File: src/rtl/core/ccpd_pkg.sv
package ccpd_pkg;

    localparam int PIXELS_PER_CELL = 16;
    localparam int PIX_IDX_W       = $clog2(PIXELS_PER_CELL);
    localparam int QUEUE_DEPTH     = 2;
    localparam int QUEUE_PTR_W     = (QUEUE_DEPTH > 1) ? $clog2(QUEUE_DEPTH) : 1;
    localparam int QUEUE_CNT_W     = $clog2(QUEUE_DEPTH + 1);

    localparam int ROW_W    = 7;
    localparam int MA_W     = 14;
    localparam int RA_W     = 3;
    localparam int WORD_W   = 16;
    localparam int PEN_W    = 4;
    localparam int ADDR_W   = 16;
    localparam int MODE_W   = 2;
    localparam int CFG_IDX_W  = 1;
    localparam int CFG_DATA_W = 7;

    localparam logic [CFG_IDX_W-1:0] CFG_SCREEN_MODE = 1'b0;
    localparam logic [CFG_IDX_W-1:0] CFG_VERT_DISP   = 1'b1;

    localparam logic [MODE_W-1:0] MODE_RESET  = 2'd1;
    localparam logic [ROW_W-1:0]  VDISP_RESET = 7'd25;

    localparam logic [MODE_W-1:0] MODE_4BPP = 2'd0;
    localparam logic [MODE_W-1:0] MODE_2BPP = 2'd1;
    localparam logic [MODE_W-1:0] MODE_1BPP = 2'd2;
    localparam logic [MODE_W-1:0] MODE_NONE = 2'd3;

    localparam logic [PIX_IDX_W-1:0] LAST_PIX = PIX_IDX_W'(PIXELS_PER_CELL - 1);

    typedef struct packed {
        logic              border;
        logic [MODE_W-1:0] mode;
        logic [WORD_W-1:0] word;
        logic [ADDR_W-1:0] addr;
        logic              line_end;
    } t_cmd;

    typedef struct packed {
        logic [PEN_W-1:0]  pen;
        logic              is_border;
        logic [ADDR_W-1:0] fetch_address;
        logic              cell_last;
        logic              line_last;
    } t_pix;

    function automatic logic [ADDR_W-1:0] make_address(input logic [MA_W-1:0] ma,
                                                       input logic [RA_W-1:0] ra);
        return {ma[13:12], ra, ma[9:0], 1'b0};
    endfunction

    function automatic logic [PEN_W-1:0] decode_pen(input logic [MODE_W-1:0]    mode,
                                                    input logic [WORD_W-1:0]    word,
                                                    input logic [PIX_IDX_W-1:0] idx);
        logic [7:0] b;
        logic       k0;
        logic [1:0] k1;
        logic [PEN_W-1:0] pen;
        pen = '0;
        case (mode)
            MODE_4BPP: begin
                b   = idx[3] ? word[7:0] : word[15:8];
                k0  = idx[2];
                pen = {b[3'd1 - {2'b00, k0}], b[3'd5 - {2'b00, k0}],
                       b[3'd3 - {2'b00, k0}], b[3'd7 - {2'b00, k0}]};
            end
            MODE_2BPP: begin
                b   = idx[3] ? word[7:0] : word[15:8];
                k1  = idx[2:1];
                pen = {2'b00, b[3'd3 - {1'b0, k1}], b[3'd7 - {1'b0, k1}]};
            end
            default: begin
                b   = '0;
                pen = {3'b000, word[4'd15 - idx]};
            end
        endcase
        return pen;
    endfunction

endpackage

File: src/rtl/core/ccpd_cell_if.sv
interface ccpd_cell_if;
    logic                           valid;
    logic                           ready;
    logic [ccpd_pkg::ROW_W-1:0]     char_row;
    logic [ccpd_pkg::MA_W-1:0]      ma;
    logic [ccpd_pkg::RA_W-1:0]      ra;
    logic [ccpd_pkg::WORD_W-1:0]    video_word;
    logic                           in_vsync;
    logic                           line_end;

    modport source (output valid, char_row, ma, ra, video_word, in_vsync, line_end,
                    input ready);
    modport sink   (input valid, char_row, ma, ra, video_word, in_vsync, line_end,
                    output ready);
endinterface

File: src/rtl/core/ccpd_pix_if.sv
interface ccpd_pix_if;
    logic                           valid;
    logic                           ready;
    logic [ccpd_pkg::PEN_W-1:0]     pen;
    logic                           is_border;
    logic [ccpd_pkg::ADDR_W-1:0]    fetch_address;
    logic                           cell_last;
    logic                           line_last;

    modport source (output valid, pen, is_border, fetch_address, cell_last, line_last,
                    input ready);
    modport sink   (input valid, pen, is_border, fetch_address, cell_last, line_last,
                    output ready);
endinterface

File: src/rtl/core/crtc_char_cell_pixel_decoder.sv
// Character-cell pixel decoder.
// i_cell: one transaction per character cell (row, ma, ra, video word, vsync,
//   line end). o_pix: one transaction per pixel, sixteen per drawn cell, in
//   order, with cell_last on the sixteenth and line_last on it for the line's
//   last cell. Cells in vsync, and displayed cells in the unused mode, are
//   consumed and yield nothing.
// Config: i_cfg_we writes i_cfg_data into register i_cfg_idx (0 screen mode,
//   1 vertical displayed); write only while no cell is in flight.
// Cells pass the command queue and command register; each pixel is registered.
// Throughput: one pixel per cycle while o_pix is not stalled, set by the
//   pixel counter in the back end; consecutive cells run with no gap.
// A two-entry command queue between classifier and pixel sequencer lets cells
//   be accepted while pixels are still being sent; i_cell.ready drops when the
//   queue is full. A stalled o_pix holds its pixel in the output register and
//   the sequencer waits.
// Reset (synchronous, active low) empties the queue and the sequencer and sets
//   screen mode 1, vertical displayed 25.
module crtc_char_cell_pixel_decoder (
    input  logic                              i_clk,
    input  logic                              i_rst_n,
    input  logic                              i_cfg_we,
    input  logic [ccpd_pkg::CFG_IDX_W-1:0]    i_cfg_idx,
    input  logic [ccpd_pkg::CFG_DATA_W-1:0]   i_cfg_data,
    ccpd_cell_if.sink                         i_cell,
    ccpd_pix_if.source                        o_pix
);

    logic           q_push, q_ready, q_pop, q_valid;
    ccpd_pkg::t_cmd q_cmd_in, q_cmd_out;

    ccpd_front u_front (
        .i_clk      (i_clk),
        .i_rst_n    (i_rst_n),
        .i_cfg_we   (i_cfg_we),
        .i_cfg_idx  (i_cfg_idx),
        .i_cfg_data (i_cfg_data),
        .i_cell     (i_cell),
        .i_q_ready  (q_ready),
        .o_q_push   (q_push),
        .o_q_cmd    (q_cmd_in)
    );

    ccpd_queue u_queue (
        .i_clk   (i_clk),
        .i_rst_n (i_rst_n),
        .i_push  (q_push),
        .i_cmd   (q_cmd_in),
        .o_ready (q_ready),
        .i_pop   (q_pop),
        .o_valid (q_valid),
        .o_cmd   (q_cmd_out)
    );

    ccpd_back u_back (
        .i_clk     (i_clk),
        .i_rst_n   (i_rst_n),
        .i_q_valid (q_valid),
        .i_q_cmd   (q_cmd_out),
        .o_q_pop   (q_pop),
        .o_pix     (o_pix)
    );

endmodule

File: src/rtl/core/ccpd_front.sv
module ccpd_front (
    input  logic                              i_clk,
    input  logic                              i_rst_n,
    input  logic                              i_cfg_we,
    input  logic [ccpd_pkg::CFG_IDX_W-1:0]    i_cfg_idx,
    input  logic [ccpd_pkg::CFG_DATA_W-1:0]   i_cfg_data,
    ccpd_cell_if.sink                         i_cell,
    input  logic                              i_q_ready,
    output logic                              o_q_push,
    output ccpd_pkg::t_cmd                    o_q_cmd
);

    logic [ccpd_pkg::MODE_W-1:0] r_mode;
    logic [ccpd_pkg::ROW_W-1:0]  r_vdisp;
    logic                        border;
    logic                        drop;

    always_ff @(posedge i_clk) begin
        if (!i_rst_n) begin
            r_mode  <= ccpd_pkg::MODE_RESET;
            r_vdisp <= ccpd_pkg::VDISP_RESET;
        end else if (i_cfg_we) begin
            if (i_cfg_idx == ccpd_pkg::CFG_SCREEN_MODE)
                r_mode <= i_cfg_data[ccpd_pkg::MODE_W-1:0];
            if (i_cfg_idx == ccpd_pkg::CFG_VERT_DISP)
                r_vdisp <= i_cfg_data[ccpd_pkg::ROW_W-1:0];
        end
    end

    // vsync cells and displayed cells in the unused mode are swallowed here
    always_comb begin
        border = (i_cell.char_row >= r_vdisp);
        drop   = i_cell.in_vsync || (!border && (r_mode == ccpd_pkg::MODE_NONE));

        o_q_cmd.border   = border;
        o_q_cmd.mode     = r_mode;
        o_q_cmd.word     = i_cell.video_word;
        o_q_cmd.addr     = border ? '0 : ccpd_pkg::make_address(i_cell.ma, i_cell.ra);
        o_q_cmd.line_end = i_cell.line_end;
    end

    assign i_cell.ready = i_q_ready;
    assign o_q_push     = i_cell.valid && i_q_ready && !drop;

endmodule

File: src/rtl/core/ccpd_queue.sv
module ccpd_queue (
    input  logic            i_clk,
    input  logic            i_rst_n,
    input  logic            i_push,
    input  ccpd_pkg::t_cmd  i_cmd,
    output logic            o_ready,
    input  logic            i_pop,
    output logic            o_valid,
    output ccpd_pkg::t_cmd  o_cmd
);

    ccpd_pkg::t_cmd                     r_mem [ccpd_pkg::QUEUE_DEPTH];
    logic [ccpd_pkg::QUEUE_PTR_W-1:0]   r_wr, n_wr;
    logic [ccpd_pkg::QUEUE_PTR_W-1:0]   r_rd, n_rd;
    logic [ccpd_pkg::QUEUE_CNT_W-1:0]   r_count, n_count;
    logic                               do_push, do_pop;

    localparam logic [ccpd_pkg::QUEUE_PTR_W-1:0] PTR_LAST =
        ccpd_pkg::QUEUE_PTR_W'(ccpd_pkg::QUEUE_DEPTH - 1);
    localparam logic [ccpd_pkg::QUEUE_CNT_W-1:0] CNT_FULL =
        ccpd_pkg::QUEUE_CNT_W'(ccpd_pkg::QUEUE_DEPTH);

    assign o_ready = (r_count != CNT_FULL);
    assign o_valid = (r_count != '0);
    assign o_cmd   = r_mem[r_rd];
    assign do_push = i_push && o_ready;
    assign do_pop  = i_pop && o_valid;

    always_comb begin
        n_wr    = do_push ? ((r_wr == PTR_LAST) ? '0 : r_wr + 1'b1) : r_wr;
        n_rd    = do_pop  ? ((r_rd == PTR_LAST) ? '0 : r_rd + 1'b1) : r_rd;
        n_count = r_count;
        if (do_push && !do_pop)
            n_count = r_count + 1'b1;
        else if (!do_push && do_pop)
            n_count = r_count - 1'b1;
    end

    always_ff @(posedge i_clk) begin
        if (!i_rst_n) begin
            r_wr    <= '0;
            r_rd    <= '0;
            r_count <= '0;
        end else begin
            r_wr    <= n_wr;
            r_rd    <= n_rd;
            r_count <= n_count;
        end
    end

    always_ff @(posedge i_clk) begin
        if (do_push)
            r_mem[r_wr] <= i_cmd;
    end

endmodule

File: src/rtl/core/ccpd_back.sv
module ccpd_back (
    input  logic            i_clk,
    input  logic            i_rst_n,
    input  logic            i_q_valid,
    input  ccpd_pkg::t_cmd  i_q_cmd,
    output logic            o_q_pop,
    ccpd_pix_if.source      o_pix
);

    ccpd_pkg::t_cmd                     r_cmd;
    logic                               r_busy, n_busy;
    logic [ccpd_pkg::PIX_IDX_W-1:0]     r_idx, n_idx;
    logic                               r_out_valid, n_out_valid;
    ccpd_pkg::t_pix                     r_out, n_out;
    logic                               can_load;
    logic                               emit;
    logic                               at_last;

    always_comb begin
        can_load = !r_out_valid || o_pix.ready;
        emit     = r_busy && can_load;
        at_last  = (r_idx == ccpd_pkg::LAST_PIX);
        // next cell is taken on the same edge as the last pixel of this one
        o_q_pop  = i_q_valid && (!r_busy || (emit && at_last));

        n_out_valid = r_out_valid && !o_pix.ready;
        n_out       = r_out;
        n_idx       = r_idx;
        n_busy      = r_busy;
        if (emit) begin
            n_out_valid         = 1'b1;
            n_out.pen           = r_cmd.border ? '0 :
                                  ccpd_pkg::decode_pen(r_cmd.mode, r_cmd.word, r_idx);
            n_out.is_border     = r_cmd.border;
            n_out.fetch_address = r_cmd.addr;
            n_out.cell_last     = at_last;
            n_out.line_last     = at_last && r_cmd.line_end;
            n_idx               = r_idx + 1'b1;
            if (at_last)
                n_busy = 1'b0;
        end
        if (o_q_pop) begin
            n_busy = 1'b1;
            n_idx  = '0;
        end
    end

    always_ff @(posedge i_clk) begin
        if (!i_rst_n) begin
            r_busy      <= 1'b0;
            r_idx       <= '0;
            r_out_valid <= 1'b0;
        end else begin
            r_busy      <= n_busy;
            r_idx       <= n_idx;
            r_out_valid <= n_out_valid;
        end
    end

    always_ff @(posedge i_clk) begin
        r_out <= n_out;
        if (o_q_pop)
            r_cmd <= i_q_cmd;
    end

    assign o_pix.valid         = r_out_valid;
    assign o_pix.pen           = r_out.pen;
    assign o_pix.is_border     = r_out.is_border;
    assign o_pix.fetch_address = r_out.fetch_address;
    assign o_pix.cell_last     = r_out.cell_last;
    assign o_pix.line_last     = r_out.line_last;

    a_border_blank: assert property (@(posedge i_clk) disable iff (!i_rst_n)
        r_out_valid && r_out.is_border |-> r_out.pen == '0 && r_out.fetch_address == '0)
        else $error("border pixel carries pen or address");

    a_line_in_cell: assert property (@(posedge i_clk) disable iff (!i_rst_n)
        r_out_valid && r_out.line_last |-> r_out.cell_last)
        else $error("line_last without cell_last");

    a_cell_done: assert property (@(posedge i_clk) disable iff (!i_rst_n)
        emit && at_last && !i_q_valid |=> !r_busy && r_out_valid && r_out.cell_last)
        else $error("cell did not retire after its last pixel");

    a_first_pixel: assert property (@(posedge i_clk) disable iff (!i_rst_n)
        o_q_pop |=> r_busy && r_idx == '0)
        else $error("new cell did not start at pixel zero");

endmodule
File: src/flat_wrapper.sv
// flat-port wrapper written by rule: the top's interface ports become plain ports
module crtc_char_cell_pixel_decoder_flat 
  (i_clk, i_rst_n, i_cfg_we, i_cfg_idx, i_cfg_data, i_cell_valid, i_cell_char_row, i_cell_ma, i_cell_ra, i_cell_video_word, i_cell_in_vsync, i_cell_line_end, i_cell_ready, o_pix_valid, o_pix_pen, o_pix_is_border, o_pix_fetch_address, o_pix_cell_last, o_pix_line_last, o_pix_ready);
  ccpd_cell_if i_cell_i ();
  ccpd_pix_if o_pix_i ();
  input  logic i_clk;
  input  logic i_rst_n;
  input  logic i_cfg_we;
  input  logic [ccpd_pkg::CFG_IDX_W-1:0] i_cfg_idx;
  input  logic [ccpd_pkg::CFG_DATA_W-1:0] i_cfg_data;
  input wire logic [$bits(i_cell_i.valid)-1:0] i_cell_valid;
  input wire logic [$bits(i_cell_i.char_row)-1:0] i_cell_char_row;
  input wire logic [$bits(i_cell_i.ma)-1:0] i_cell_ma;
  input wire logic [$bits(i_cell_i.ra)-1:0] i_cell_ra;
  input wire logic [$bits(i_cell_i.video_word)-1:0] i_cell_video_word;
  input wire logic [$bits(i_cell_i.in_vsync)-1:0] i_cell_in_vsync;
  input wire logic [$bits(i_cell_i.line_end)-1:0] i_cell_line_end;
  output wire logic [$bits(i_cell_i.ready)-1:0] i_cell_ready;
  output wire logic [$bits(o_pix_i.valid)-1:0] o_pix_valid;
  output wire logic [$bits(o_pix_i.pen)-1:0] o_pix_pen;
  output wire logic [$bits(o_pix_i.is_border)-1:0] o_pix_is_border;
  output wire logic [$bits(o_pix_i.fetch_address)-1:0] o_pix_fetch_address;
  output wire logic [$bits(o_pix_i.cell_last)-1:0] o_pix_cell_last;
  output wire logic [$bits(o_pix_i.line_last)-1:0] o_pix_line_last;
  input wire logic [$bits(o_pix_i.ready)-1:0] o_pix_ready;
  assign i_cell_i.valid = i_cell_valid;
  assign i_cell_i.char_row = i_cell_char_row;
  assign i_cell_i.ma = i_cell_ma;
  assign i_cell_i.ra = i_cell_ra;
  assign i_cell_i.video_word = i_cell_video_word;
  assign i_cell_i.in_vsync = i_cell_in_vsync;
  assign i_cell_i.line_end = i_cell_line_end;
  assign i_cell_ready = i_cell_i.ready;
  assign o_pix_valid = o_pix_i.valid;
  assign o_pix_pen = o_pix_i.pen;
  assign o_pix_is_border = o_pix_i.is_border;
  assign o_pix_fetch_address = o_pix_i.fetch_address;
  assign o_pix_cell_last = o_pix_i.cell_last;
  assign o_pix_line_last = o_pix_i.line_last;
  assign o_pix_i.ready = o_pix_ready;
  crtc_char_cell_pixel_decoder u_core (.i_clk(i_clk), .i_rst_n(i_rst_n), .i_cfg_we(i_cfg_we), .i_cfg_idx(i_cfg_idx), .i_cfg_data(i_cfg_data), .i_cell(i_cell_i), .o_pix(o_pix_i));
endmodule
File: config.mk
export PLATFORM = sky130hd
export DESIGN_NAME = crtc_char_cell_pixel_decoder_flat
export DESIGN_NICKNAME = d
export VERILOG_FILES = /design/src/rtl/core/ccpd_pkg.sv /design/src/rtl/core/ccpd_cell_if.sv /design/src/rtl/core/ccpd_pix_if.sv /design/src/rtl/core/crtc_char_cell_pixel_decoder.sv /design/src/rtl/core/ccpd_front.sv /design/src/rtl/core/ccpd_queue.sv /design/src/rtl/core/ccpd_back.sv /design/src/flat_wrapper.sv
export SDC_FILE = /design/constraint.sdc
export NUM_CORES = 1
export LEC_CHECK = 0
export BUFFER_PORTS_ARGS = -buffer_cell sky130_fd_sc_hd__buf_2
export CORE_ASPECT_RATIO = 1.2
export CORE_MARGIN = 2
export CORE_UTILIZATION = 30
export CTS_CLUSTER_SIZE = 25
export DETAILED_ROUTE_END_ITERATION = 12
export PLACE_DENSITY_LB_ADDON = 0.25
export SLEW_MARGIN = 20
export SYNTH_ARGS = -nofsm -noshare
export SYNTH_HDL_FRONTEND = slang
export SYNTH_SLANG_ARGS = --single-unit
export TNS_END_PERCENT = 20
File: constraint.sdc
create_clock -name i_clk -period 2.9 [get_ports i_clk]
set_input_delay 0.725 -clock i_clk [delete_from_list [all_inputs] [get_ports i_clk]]
set_output_delay 0.725 -clock i_clk [all_outputs]
set_load 0.005 [all_outputs]
Word level (Yosys, flattened, before mapping):

Memory sizes are Yosys's and may differ from the RTL's. A register that Yosys moved wholly into a read port is not among the register bits.
Cells that the tools add are included.

* $add $sub $neg: 12
* $lt $le $gt $ge: 8
* eq/ne operators: 4
* multiplexer cells: 27
* bitwise logic cells: 2
* reduce and logical (&&, ||, !) cells: 31

Operator list (number)
* $lt 3x4->1 const B: 6
* $bmux 1 s3: 6
* $mux 16: 1
* $mux 1: 15
* $logic_and 1x1->1: 12
* $mux 8: 1
* $pmux 4 s2: 1
* $reduce_bool 2->1: 4
* $ge 7x7->1: 1
* $logic_not 1->1: 7
* $reduce_and 2->1: 3
* $lt 4x5->1 const B: 1
* $add 4x1->4 const B: 1
* $bmux 1 s4: 1
* $eq 4x4->1 const B: 1
* $mux 2: 2
* $sub 4x4->4 const A: 1
* $logic_or 1x1->1: 3
* $sub 1x2->3 const A: 1
* $sub 2x1->3 const A: 1
* $sub 2x2->3 const A: 1
* $sub 3x1->3 const A: 1
* $sub 3x2->3 const A: 1
* $add 1x1->1 const B: 2
* 9 further kinds: 10

* flip-flop bits (word level): 42
* bits in writable memories: 72
* input bits: 55
* output and inout bits: 25
* logic and storage cells: 98
* memories kept: 1

Memory list
* u_core.u_queue.r_mem: depth 2, bits a word 36, read ports 1, clocked after Yosys merged registers in 1, write ports 1, line ccpd_queue.sv:12 `ccpd_pkg::t_cmd r_mem [ccpd_pkg::QUEUE_DEPTH];`

Depth between registers and ports, before layout:

Gate-level depths: netlist of run 1.

* depth in word-level cells: 11
* depth in mapped cells: 10
* depth with buffers taken out: 10

Cells and area by module:

Synthesis of run 1 repeated with hierarchy kept, for this count alone.

* cells, all modules: 368
* area, all modules: 6117.1 um2

By module, submodules not included
* ccpd_queue: times used 1, cells each 136, area each 2832.7 um2, sequential area each 2262.2 um2
* ccpd_back: times used 1, cells each 130, area each 2494.9 um2, sequential area each 1891.8 um2
* ccpd_front: times used 1, cells each 102, area each 789.5 um2, sequential area each 180.2 um2

Worst setup path after synthesis of run 1:

No wires, ideal clock.

* path kind: input to register
* from: in i_cell_char_row[0]
* to: mem u_core.u_queue.r_mem[0][0] (netlist bit) (enable)
* library setup time: 390 ps
* arrival: 2431 ps
* required time: 2510 ps
* setup slack: 79 ps
* cell stages on the path: 7
* buffers on the path: 0
* path through: inv_1 ha_1 nor2b_1 o21ai_0 a211oi_1 or3_1 inv_1

* word-level cells in the longest chain between the ends: 9

Ends and longest elaborated chain
* start, declared: line flat_wrapper.sv:12 `input wire logic [$bits(i_cell_i.char_row)-1:0] i_cell_char_row;`
* $ge 7x7->1: line ccpd_front.sv:32 `border = (i_cell.char_row >= r_vdisp);`
* $logic_not 1->1: line ccpd_front.sv:33 `drop = i_cell.in_vsync || (!border && (r_mode == ccpd_pkg::MODE_NONE));`
* $logic_and 1x1->1: line ccpd_front.sv:33
* $logic_or 1x1->1: line ccpd_front.sv:33
* $logic_not 1->1: line ccpd_front.sv:43 `assign o_q_push = i_cell.valid && i_q_ready && !drop;`
* $logic_and 1x1->1: line ccpd_front.sv:43
* $logic_and 1x1->1: line ccpd_queue.sv:26 `assign do_push = i_push && o_ready;`
* $mux 1: line ccpd_queue.sv:52 `if (do_push)`
* $mux 1 (not written as such): line ccpd_queue.sv:53 `r_mem[r_wr] <= i_cmd;`
* end, declared: line ccpd_queue.sv:12

Every way passes these cells.

Worst setup path after layout of run 1:

* from: in i_cell_char_row[2]
* to: reg u_core.u_queue.r_count[1] (netlist bit)

* word-level cells in the longest chain between the ends: 10
* elaborated cells between the ends (all ways): 12
* those cells by class: 1 x order compare; 1 x mux; 10 x reduce/logical

Ends and longest elaborated chain
* $ge 7x7->1 *: line ccpd_front.sv:32
* $logic_not 1->1 *: line ccpd_front.sv:33
* $logic_and 1x1->1 *: line ccpd_front.sv:33
* $logic_or 1x1->1 *: line ccpd_front.sv:33
* $logic_not 1->1 *: line ccpd_front.sv:43
* $logic_and 1x1->1 *: line ccpd_front.sv:43
* $logic_and 1x1->1 *: line ccpd_queue.sv:26
* via u_core.u_queue.do_push: line ccpd_queue.sv:16 `logic do_push, do_pop;`
* $logic_not 1->1: line ccpd_queue.sv:35 `else if (!do_push && do_pop)`
* $logic_and 1x1->1: line ccpd_queue.sv:35
* $reduce_bool 2->1 (no source line)
* end signal, assigned: line ccpd_queue.sv:47 `r_count <= n_count;`
* end, declared: line ccpd_queue.sv:15 `logic [ccpd_pkg::QUEUE_CNT_W-1:0] r_count, n_count;`

The timed path passes the listed nets; every way through them passes the cells marked *.
A chain may end at the register's enable or synchronous reset.

==> results of run 1 <==
-- kinds of logic after synthesis --
| kind of cell | share of synthesized area |
|---|---|
| compound gates | 0.0228 |
| xor+xnor | 0.00920 |
| fa+ha+maj | 0.0197 |
| buf+inv | 0.0219 |
| flops | 0.734 |
| mux | 0.134 |
| other cells | 0.000656 |
| simple gates | 0.0576 |
-- cell type report --
type,count,share of cell area
clock buffer,17,0.0607
multi-input combinational,160,0.200
timing repair buffer,84,0.0682
sequential,146,0.598
tap,256,0.0457
clock inverter,15,0.0211
inverter,12,0.00643
-- placed cells by master, fill, tap and decap left out, types with 11 or more instances in the layout --
cell | netlist | final
nor2_1 | 13 | 13
edfxtp_1 | 127 | 127
inv_1 | 12 | 12
dfxtp_1 | 19 | 18
and2_1 | 20 | 19
mux2_2 | 36 | 36
nand2_1 | 20 | 20
a21oi_1 | 11 | 11
buf_2 | 4 | 76
clkbuf_16 | 0 | 17
-- layer usage --
metal | vias to the layer above | global-route usage | wire [um]
met5 | - | 0 | 0
met4 | 0 | 0.0374 | 127
met3 | 10 | 0.0334 | 392
met2 | 55 | 0.190 | 5440
met1 | 1515 | 0.124 | 4210
li1 | 1429 | - | -
-- how the worst max path moves through the flow --
| stage | to | slack (ps) | depth (start not counted) |
|---|---|---|---|
| after CTS | u_core.u_queue.r_count[1]$_SDFFE_PN0P_ | 430 | 9 |
| final | u_core.u_queue.r_count[1]$_SDFFE_PN0P_ | 480 | 9 |
| after global placement | u_core.u_queue.r_count[1]$_SDFFE_PN0P_ | 60 | 9 |
| after global routing | u_core.u_queue.r_count[1]$_SDFFE_PN0P_ | 300 | 9 |
| after detailed placement | u_core.u_queue.r_count[1]$_SDFFE_PN0P_ | 9 | 9 |
| after floorplan | u_core.u_queue.r_mem[0][0]$_DFFE_PP_ | 80 | 7 |
-- state kept, by name, indices dropped and copies added (netlist names) --
name / count
u_core.u_queue.r_wr: 1
u_core.u_back.r_busy: 1
u_core.u_back.o_pix.pen: 4
u_core.u_back.o_pix.fetch_address: 15
u_core.u_queue.r_count: 2
u_core.u_back.r_idx: 4
u_core.u_front.r_vdisp: 7
u_core.u_back.o_pix.is_border: 1
u_core.u_back.o_pix.cell_last: 1
u_core.u_front.r_mode: 2
u_core.u_back.o_pix.valid: 1
u_core.u_back.o_pix.line_last: 1
u_core.u_back.r_cmd: 35
u_core.u_queue.r_rd: 1
u_core.u_queue.r_mem: 70
-- where the power goes --
group          internal, mW  switching (mW)
registers              2.83           0.268
clock network          1.20           0.873
logic                 0.506           0.495
-- worst max-delay path, cell delays in order --
cell	delay, ps
buf_2	100
ha_1	290
a21oi_1	140
o21ai_0	140
a211oi_1	370
nor2_1	120
ha_1	340
or3_1	380
a21oi_1	140
-- through the flow --
step	power (mW)	area [sq um]	setup WS (ps)
2_1_floorplan	3.71	5710	79.4
3_3_place_gp	4.15	6440	55.7
3_5_place_dp	4.19	6440	9.25
4_1_cts	6.29	7010	429
5_1_grt	6.50	7010	301
6_report	6.18	7010	484
==> out/summary.log, run 1 <==
INFO  status         status=completed
INFO  worst_setup_path reg2reg_setup_slack=540ps
INFO  power          peakVddDrop=421uV
INFO  detailed_routing wirelength=10200um
INFO  clock_network  numClockSinks=146
INFO  hold_path      worst_hold_path_type=reg -> reg
INFO  job            cap_viol_max_count=0
INFO  hold_path      min-delay-start=u_core.u_back.r_cmd[7]$_DFFE_PP_
INFO  synth          yosys-top-cells-count=edfxtp_1 (127), mux2_2 (36), and2_1 (20), nand2_1 (20), dfxtp_1 (19)
INFO  cells_and_area final_cells=690
INFO  synth          sequential_to_total_area_share_from_yosys_stat=0.734
INFO  cells_and_area final_core_util=0.373
INFO  detailed_routing detail_route.vias_per_cell=4.36
INFO  placed_design  buffer_ports.inserted=76
INFO  global_routing grt_util_all_layers=0.108
INFO  detailed_routing route.vias.total=3009
INFO  hold_path      min_path_cells=0
INFO  clock_network  cts_inserted_buffers=17
INFO  clock_network  clock_root_buffer_master=clkbuf_16
INFO  cells_and_area area_growth_syn_to_layout=22.7%
INFO  worst_setup_path crit_required=3230ps
INFO  cells_and_area diodes=0
INFO  power          pwr_density_cell=881nW/um^2
INFO  synth          netlist.top_cell.by_area=edfxtp_1
INFO  clock_network  cts_hold_buffers_added=0
INFO  synth          synth-edff-count=127
INFO  cells_and_area fin_nets=485
INFO  die            die_area=20200squm
INFO  clock_network  post_cts.resized_instances=0
INFO  synth          ys_top_cells_by_area=edfxtp_1 (67%), mux2_2 (7.1%), dfxtp_1 (6.7%)
INFO  cells_and_area multiInputGateArea=1400squm
INFO  hold_path      endpoint_worst_hold=u_core.u_back.o_pix.fetch_address[6]$_DFFE_PP_
INFO  worst_setup_path worstRegToRegCells=9
INFO  clock_network  maximum_clock_insertion_buffer_count=2
INFO  timing         timing.slew.headroom=0.362
INFO  timing         fin_hold_ws=418ps
INFO  die            die-height=155um
INFO  cells_and_area drive_above_1_share=0.380
INFO  synth          synth.avg_cell_area=17.2squm
INFO  die            die_w=130um
INFO  timing         tns=0ps
INFO  synth          syn_inst=332
INFO  global_routing grt_max_degree=37
INFO  die            boundaryPins=80
INFO  worst_setup_path cp-end-kind=flip-flop
INFO  global_routing grt_antenna_before_repair=0
INFO  timing         maxClockFrequency=414MHz
INFO  clock_network  tritoncts_clock_tree=done
INFO  placed_design  hpwl=6640um
INFO  timing         maxSlewViolCount=0
INFO  timing         setup_viol=0
INFO  clock_network  cts.reportedPaths.clkPinSlew=60ps
INFO  synth          ys_seq_elements=146
INFO  die            core_area=18800squm
INFO  synth          synth_largest_type_area_fraction=0.667
INFO  synth          synth.lib_cells_used.distinct=32
INFO  worst_setup_path crit_path_max_fanout=3
INFO  die            starting_utilization_of_the_core_area=0.304
INFO  timing         rsz0062_at_grt=false
INFO  detailed_routing drtIter0Drc=125
INFO  synth          synth_async_sr_flop_share=0
INFO  clock_network  clk_latency=410ps
INFO  detailed_routing post-route-drc-count=0
INFO  timing         post-route-min-period=2420ps
INFO  global_routing global_route.overflow_total=0
INFO  timing         worst_clock_skew=8.73ps
INFO  cells_and_area final-seq-area=4200squm
INFO  timing         report.final.hold_viol_count=0
INFO  synth          yosysMostFrequentCell=edfxtp_1
INFO  synth          synthesis.area=5710squm
INFO  worst_setup_path critical_path.reg2reg.endpoint=u_core.u_queue.r_count[1]$_SDFFE_PN0P_
INFO  global_routing first_global_vias=3261
INFO  detailed_routing wl_per_cell=14.7um
INFO  synth          synth_fp_nets=396
INFO  worst_setup_path critPathKind=in -> reg
INFO  timing         worst-slew-pin-transition=957ps
INFO  worst_setup_path crit-reg2reg-launch=u_core.u_front.r_vdisp[2]$_SDFFE_PN0P_
INFO  detailed_routing drt_pass1_iterations=4
INFO  worst_setup_path crit_arrival=2750ps
INFO  power          total_leakage_power=2.51nW
INFO  synth          ys.flop_type=edfxtp_1
INFO  clock_network  clock_tree.htree_level_count=4
INFO  detailed_routing ant_nets=0
INFO  worst_setup_path crit_start=i_cell_char_row[2]
INFO  synth          warnings_from_yosys=0
INFO  cells_and_area n_fill_cell=1777
INFO  clock_network  cts_setup_buffers=0
INFO  worst_setup_path cp-start-kind=primary input
INFO  timing         final.period_utilization=0.833
INFO  placed_design  placed_cells=658
INFO  placed_design  placer_congestion=0.719
INFO  global_routing wire_length_of_the_first_global_routing_pass=16500um
INFO  die            std_cell_rows=55
No activity file was read; power rests on OpenSTA's default activity.
==> run 2, diff against run 1 <==
==> constraint.sdc (replaced) <==
create_clock -name i_clk -period 2.5 [get_ports i_clk]
set_input_delay 0.625 -clock i_clk [delete_from_list [all_inputs] [get_ports i_clk]]
set_output_delay 0.625 -clock i_clk [all_outputs]
set_load 0.005 [all_outputs]
==> out/summary.log, run 2 (same netlist as run 1, synthesis figures left out) <==
INFO  status         status=completed
INFO  global_routing grt_util_all_layers=0.108
INFO  placed_design  buffer_ports.inserted=76
INFO  timing         rsz0062_at_grt=false
INFO  die            die_area=20200squm
INFO  cells_and_area fin_nets=493
INFO  worst_setup_path critPathBufInv=1
INFO  die            std_cell_rows=55
INFO  clock_network  cts_hold_buffers_added=0
INFO  timing         maxClockFrequency=441MHz
INFO  cells_and_area area_growth_syn_to_layout=24.1%
INFO  clock_network  clk_latency=410ps
INFO  cells_and_area drive_above_1_share=0.391
INFO  detailed_routing route.vias.total=3005
INFO  worst_setup_path worstSetupPathDepth=9
INFO  die            boundaryPins=80
INFO  power          pwr_density_cell=1030nW/um^2
INFO  clock_network  post_cts.resized_instances=0
INFO  die            starting_utilization_of_the_core_area=0.304
INFO  cells_and_area final_core_util=0.377
INFO  worst_setup_path crit_path_top_delay_cell=or3_1
INFO  clock_network  cts_inserted_buffers=17
INFO  worst_setup_path critPathTopFamily=compound AO/OA/AOI/OAI gates
INFO  cells_and_area largest_register_ff_count=70
INFO  cells_and_area biggest_register=u_core.u_queue.r_mem
INFO  detailed_routing wl_per_cell=14.5um
INFO  clock_network  numClockSinks=146
INFO  cells_and_area n_fill_cell=1759
INFO  placed_design  hpwl=6850um
INFO  cells_and_area diodes=0
INFO  worst_setup_path critPathKind=reg -> reg
INFO  worst_setup_path worstRegToRegCells=9
INFO  clock_network  cts.reportedPaths.clkPinSlew=60ps
INFO  clock_network  tritoncts_clock_tree=done
INFO  detailed_routing drtIter0Drc=134
INFO  worst_setup_path cp-end-kind=flip-flop
INFO  timing         report.final.hold_viol_count=0
INFO  timing         setup_viol=0
INFO  power          peakVddDrop=415uV
INFO  timing         final.period_utilization=0.907
INFO  die            core_area=18800squm
INFO  detailed_routing detail_route.vias_per_cell=4.31
INFO  global_routing grt_antenna_before_repair=1
INFO  detailed_routing post-route-drc-count=0
INFO  clock_network  clock_tree.htree_level_count=4
INFO  detailed_routing ant_nets=0
INFO  hold_path      worst_hold_path_type=in -> reg
INFO  cells_and_area final_common_cell=edfxtp_1
INFO  worst_setup_path crit_path_max_fanout=3
INFO  global_routing first_global_vias=3211
INFO  timing         maxSlewViolCount=0
INFO  worst_setup_path crit_arrival=2610ps
INFO  global_routing grt_max_degree=36
INFO  worst_setup_path crit_path_max_incr_delay=370ps
INFO  cells_and_area final_cell_mix=edfxtp_1 (127), buf_2 (76), mux2_2 (36)
INFO  hold_path      min_path_cells=1
INFO  clock_network  cts_setup_buffers=0
INFO  worst_setup_path crit_required=2850ps
INFO  power          total_leakage_power=2.55nW
INFO  timing         worst_clock_skew=9.39ps
INFO  die            die-height=155um
INFO  clock_network  clock_root_buffer_master=clkbuf_16
INFO  timing         tns=0ps
INFO  placed_design  placer_congestion=0.724
INFO  die            die_w=130um
INFO  detailed_routing drt_pass1_iterations=4
INFO  timing         post-route-min-period=2270ps
INFO  job            cap_viol_max_count=0
INFO  worst_setup_path cp-start-kind=flip-flop
INFO  global_routing wire_length_of_the_first_global_routing_pass=16400um
INFO  detailed_routing wirelength=10200um
INFO  worst_setup_path worstPathCellList=inv_1, ha_1, a21oi_1, o21ai_1, a211oi_2, nor2_1, ha_1, or3_1, a21oi_1
INFO  clock_network  maximum_clock_insertion_buffer_count=2
INFO  global_routing global_route.overflow_total=0
[run 2: cell count changes in the layout (fill, tap and decap cells not counted), sizes merged]
cell | previous run | this run
clkinvlp | 3 | 4
buf | 84 | 92
clkinv | 5 | 3
bufinv | 1 | 2
[run 2: routing by layer]
layer  vias to the layer above  part of all wire  global-route usage
met5                         -                 0                   0
met4                         0             0.013              0.0399
met3                        10             0.042              0.0365
met2                        65              0.54               0.190
met1                      1481              0.40               0.121
li1                       1449                 -                   -
[run 2: path summary, 6_finish.rpt]
kind,start,end,slack (ps)
setup / recovery,u_core.u_front.r_vdisp[2]$_SDFFE_PN0P_,u_core.u_queue.r_count[1]$_SDFFE_PN0P_,230
hold / removal,i_cell_video_word[12],u_core.u_queue.r_mem[0][29]$_DFFE_PP_,400
setup reg to reg,u_core.u_front.r_vdisp[2]$_SDFFE_PN0P_,u_core.u_queue.r_count[1]$_SDFFE_PN0P_,230
hold reg to reg,u_core.u_back.r_cmd[5]$_DFFE_PP_,u_core.u_back.o_pix.fetch_address[4]$_DFFE_PP_,420
[run 2: final cells by class]
class | count | area (sq um) | area share
sequential | 146 | 4190 | 0.591
multi-input combinational | 160 | 1400 | 0.198
timing repair buffer | 92 | 526 | 0.0741
clock buffer | 17 | 425 | 0.0600
tap | 256 | 320 | 0.0452
clock inverter | 15 | 173 | 0.0244
inverter | 12 | 48.8 | 0.00688
[run 2: metrics by stage]
| stage | hold slack, ps | std cells | total power, mW | setup slack [ps] | instance area (sq um) |
|---|---|---|---|---|---|
| global route | 378 | 698 | 7.71 | 91.4 | 7090 |
| finish | 397 | 698 | 7.32 | 231 | 7090 |
| floorplan | 400 | 332 | 4.31 | 38.6 | 5720 |
| global placement | 401 | 666 | 4.83 | -82.4 | 6490 |
| detailed placement | 405 | 666 | 4.88 | -135 | 6490 |
| CTS | 381 | 698 | 7.44 | 229 | 7090 |
[run 2: power by group]
group          internal [mW]  switching (mW)
Combinational          0.609           0.685
Sequential              3.28           0.204
Clock                   1.50            1.04
Total                   5.39            1.92
==> run 3, diff against run 2 <==
--- a/config.mk
+++ b/config.mk
@@ -7,11 +7,11 @@
 export LEC_CHECK = 0
 export BUFFER_PORTS_ARGS = -buffer_cell sky130_fd_sc_hd__buf_2
 export CORE_ASPECT_RATIO = 1.2
-export CORE_MARGIN = 2
 export CORE_UTILIZATION = 30
 export CTS_CLUSTER_SIZE = 25
 export DETAILED_ROUTE_END_ITERATION = 12
 export PLACE_DENSITY_LB_ADDON = 0.25
+export SETUP_SLACK_MARGIN = 0.05
 export SLEW_MARGIN = 20
 export SYNTH_ARGS = -nofsm -noshare
 export SYNTH_HDL_FRONTEND = slang
==> constraint.sdc (replaced) <==
create_clock -name i_clk -period 2.5 [get_ports i_clk]
set_input_delay 0.375 -clock i_clk [delete_from_list [all_inputs] [get_ports i_clk]]
set_output_delay 0.375 -clock i_clk [all_outputs]
set_load 0.005 [all_outputs]
==> out/summary.log, run 3 (same netlist as run 1, synthesis figures left out) <==
INFO  clock_network  clock_tree.htree_level_count=4
INFO  detailed_routing route.vias.total=3026
INFO  placed_design  buffer_ports.inserted=76
INFO  power          total_leakage_power=2.56nW
INFO  timing         final.period_utilization=0.884
INFO  cells_and_area final_cells=693
INFO  die            std_cell_rows=54
INFO  die            die-height=153um
INFO  cells_and_area biggest_register=u_core.u_queue.r_mem
INFO  cells_and_area final_common_cell=edfxtp_1
INFO  clock_network  post_cts.resized_instances=0
INFO  clock_network  cts_hold_buffers_added=0
INFO  worst_setup_path crit_required=2840ps
INFO  clock_network  maximum_clock_insertion_buffer_count=2
INFO  timing         timing.slew.headroom=0.625
INFO  die            boundaryPins=80
INFO  worst_setup_path crit_path_max_incr_delay=380ps
INFO  die            starting_utilization_of_the_core_area=0.310
INFO  detailed_routing wirelength=10400um
INFO  die            core_area=18400squm
INFO  clock_network  clk_latency=410ps
INFO  clock_network  cts_inserted_buffers=17
INFO  clock_network  clock_root_buffer_master=clkbuf_16
INFO  timing         rsz0062_at_grt=false
INFO  power          post-layout-total-power=7.47mW
INFO  detailed_routing wl_per_cell=14.9um
INFO  global_routing grt_util_all_layers=0.114
INFO  global_routing global_route.overflow_total=0
INFO  timing         setup_viol=0
INFO  timing         worst_clock_skew=8.44ps
INFO  global_routing grt_max_degree=36
INFO  clock_network  numClockSinks=146
INFO  cells_and_area fin_nets=491
INFO  worst_setup_path crit_path_max_fanout=3
INFO  timing         worst-slew-pin-transition=562ps
INFO  job            cap_viol_max_count=0
INFO  detailed_routing post-route-drc-count=0
INFO  timing         fin_hold_ws=154ps
INFO  cells_and_area drive_above_1_share=0.389
INFO  detailed_routing ant_nets=0
INFO  worst_setup_path crit_path_top_delay_cell=or3_1
INFO  worst_setup_path cp-end-kind=flip-flop
INFO  timing         maxSlewViolCount=0
INFO  detailed_routing drtIter0Drc=132
INFO  placed_design  placed_cells=660
INFO  worst_setup_path crit_arrival=2550ps
INFO  timing         maxClockFrequency=453MHz
INFO  timing         report.final.hold_viol_count=0
INFO  cells_and_area final_cell_mix=edfxtp_1 (127), buf_2 (76), mux2_2 (36)
INFO  cells_and_area n_fill_cell=1729
INFO  global_routing first_global_vias=3140
INFO  timing         post-route-min-period=2210ps
INFO  clock_network  cts_setup_buffers=0
INFO  status         status=completed
INFO  die            die_w=128um
INFO  worst_setup_path critPathKind=reg -> reg
INFO  cells_and_area largest_register_ff_count=70
INFO  clock_network  cts.reportedPaths.clkPinSlew=60ps
INFO  worst_setup_path worstPathCellList=inv_1, ha_1, a21oi_1, o21ai_0, a211oi_2, nor2_1, ha_1, or3_1, a21oi_1
INFO  cells_and_area area_growth_syn_to_layout=24.4%
INFO  power          peakVddDrop=466uV
INFO  global_routing wire_length_of_the_first_global_routing_pass=16700um
INFO  placed_design  hpwl=7060um
INFO  worst_setup_path reg2reg_setup_slack=290ps
INFO  clock_network  tritoncts_clock_tree=done
INFO  timing         tns=0ps
INFO  detailed_routing drt_pass1_iterations=4
INFO  global_routing grt_antenna_before_repair=1
INFO  placed_design  placer_congestion=0.720
INFO  worst_setup_path cp-start-kind=flip-flop
INFO  die            die_area=19600squm
INFO  detailed_routing detail_route.vias_per_cell=4.37
INFO  hold_path      worst_hold_path_type=in -> reg
INFO  power          pwr_density_cell=1050nW/um^2
## run 3: changes by cell type in the layout (fill, tap and decap cells not counted), sizes merged
cell	before	now
buf	92	90
bufinv	2	4
inv	18	16
clkbuf	17	18
clkinvlp	4	3
diode	0	1
## run 3: final cells by class
cell class                 instances  area, sq um  share of cell area
sequential                       146         4200               0.590
multi-input combinational        160         1400               0.198
timing repair buffer              90          510              0.0718
clock buffer                      18          429              0.0604
tap                              252          315              0.0444
clock inverter                    14          203              0.0285
inverter                          12         48.8             0.00686
antenna                            1         2.50            0.000352
## run 3: worst paths after layout
path,from,end,cells past startpoint
worst max-delay path,u_core.u_front.r_vdisp[2]$_SDFFE_PN0P_,u_core.u_queue.r_count[1]$_SDFFE_PN0P_,9
worst min-delay path,i_cell_video_word[10],u_core.u_queue.r_mem[1][27]$_DFFE_PP_,1
worst max register to register,u_core.u_front.r_vdisp[2]$_SDFFE_PN0P_,u_core.u_queue.r_count[1]$_SDFFE_PN0P_,9
worst min register to register,u_core.u_back.r_cmd[16]$_DFFE_PP_,u_core.u_back.o_pix.fetch_address[15]$_DFFE_PP_,0
## run 3: metrics by stage
| step | cell area (sq um) | util | worst slack [ps] |
|---|---|---|---|
| detailed placement | 6470 | 0.351 | 31.3 |
| finish | 7110 | 0.385 | 291 |
| global route | 7110 | 0.385 | 110 |
| global placement | 6470 | 0.351 | 94.9 |
| CTS | 7100 | 0.385 | 170 |
| floorplan | 5720 | - | 73.2 |
## run 3: routing by layer
metal  track usage  vias up  share of wire  wire [um]
li1              -     1442              -          -
met4        0.0504        0          0.015        155
met5             0        -              0          0
met2         0.198       70           0.52       5370
met3        0.0329       13          0.044        453
met1         0.129     1501           0.42       4370
## run 3: critical path: cells and delay by family (launching register included)
family | cells | cell delay, ps
AND/OR/NAND/NOR | 2 | 480
flip-flops | 1 | 320
buffers and inverters | 1 | 40
adder cells (fa/ha/maj) | 2 | 610
AO/OA/AOI/OAI | 4 | 690
## run 3: where the power goes
group / switching, mW / internal, mW
Sequential: 0.252 / 3.28
Combinational: 0.638 / 0.605
Clock: 1.00 / 1.69
Total: 1.89 / 5.58
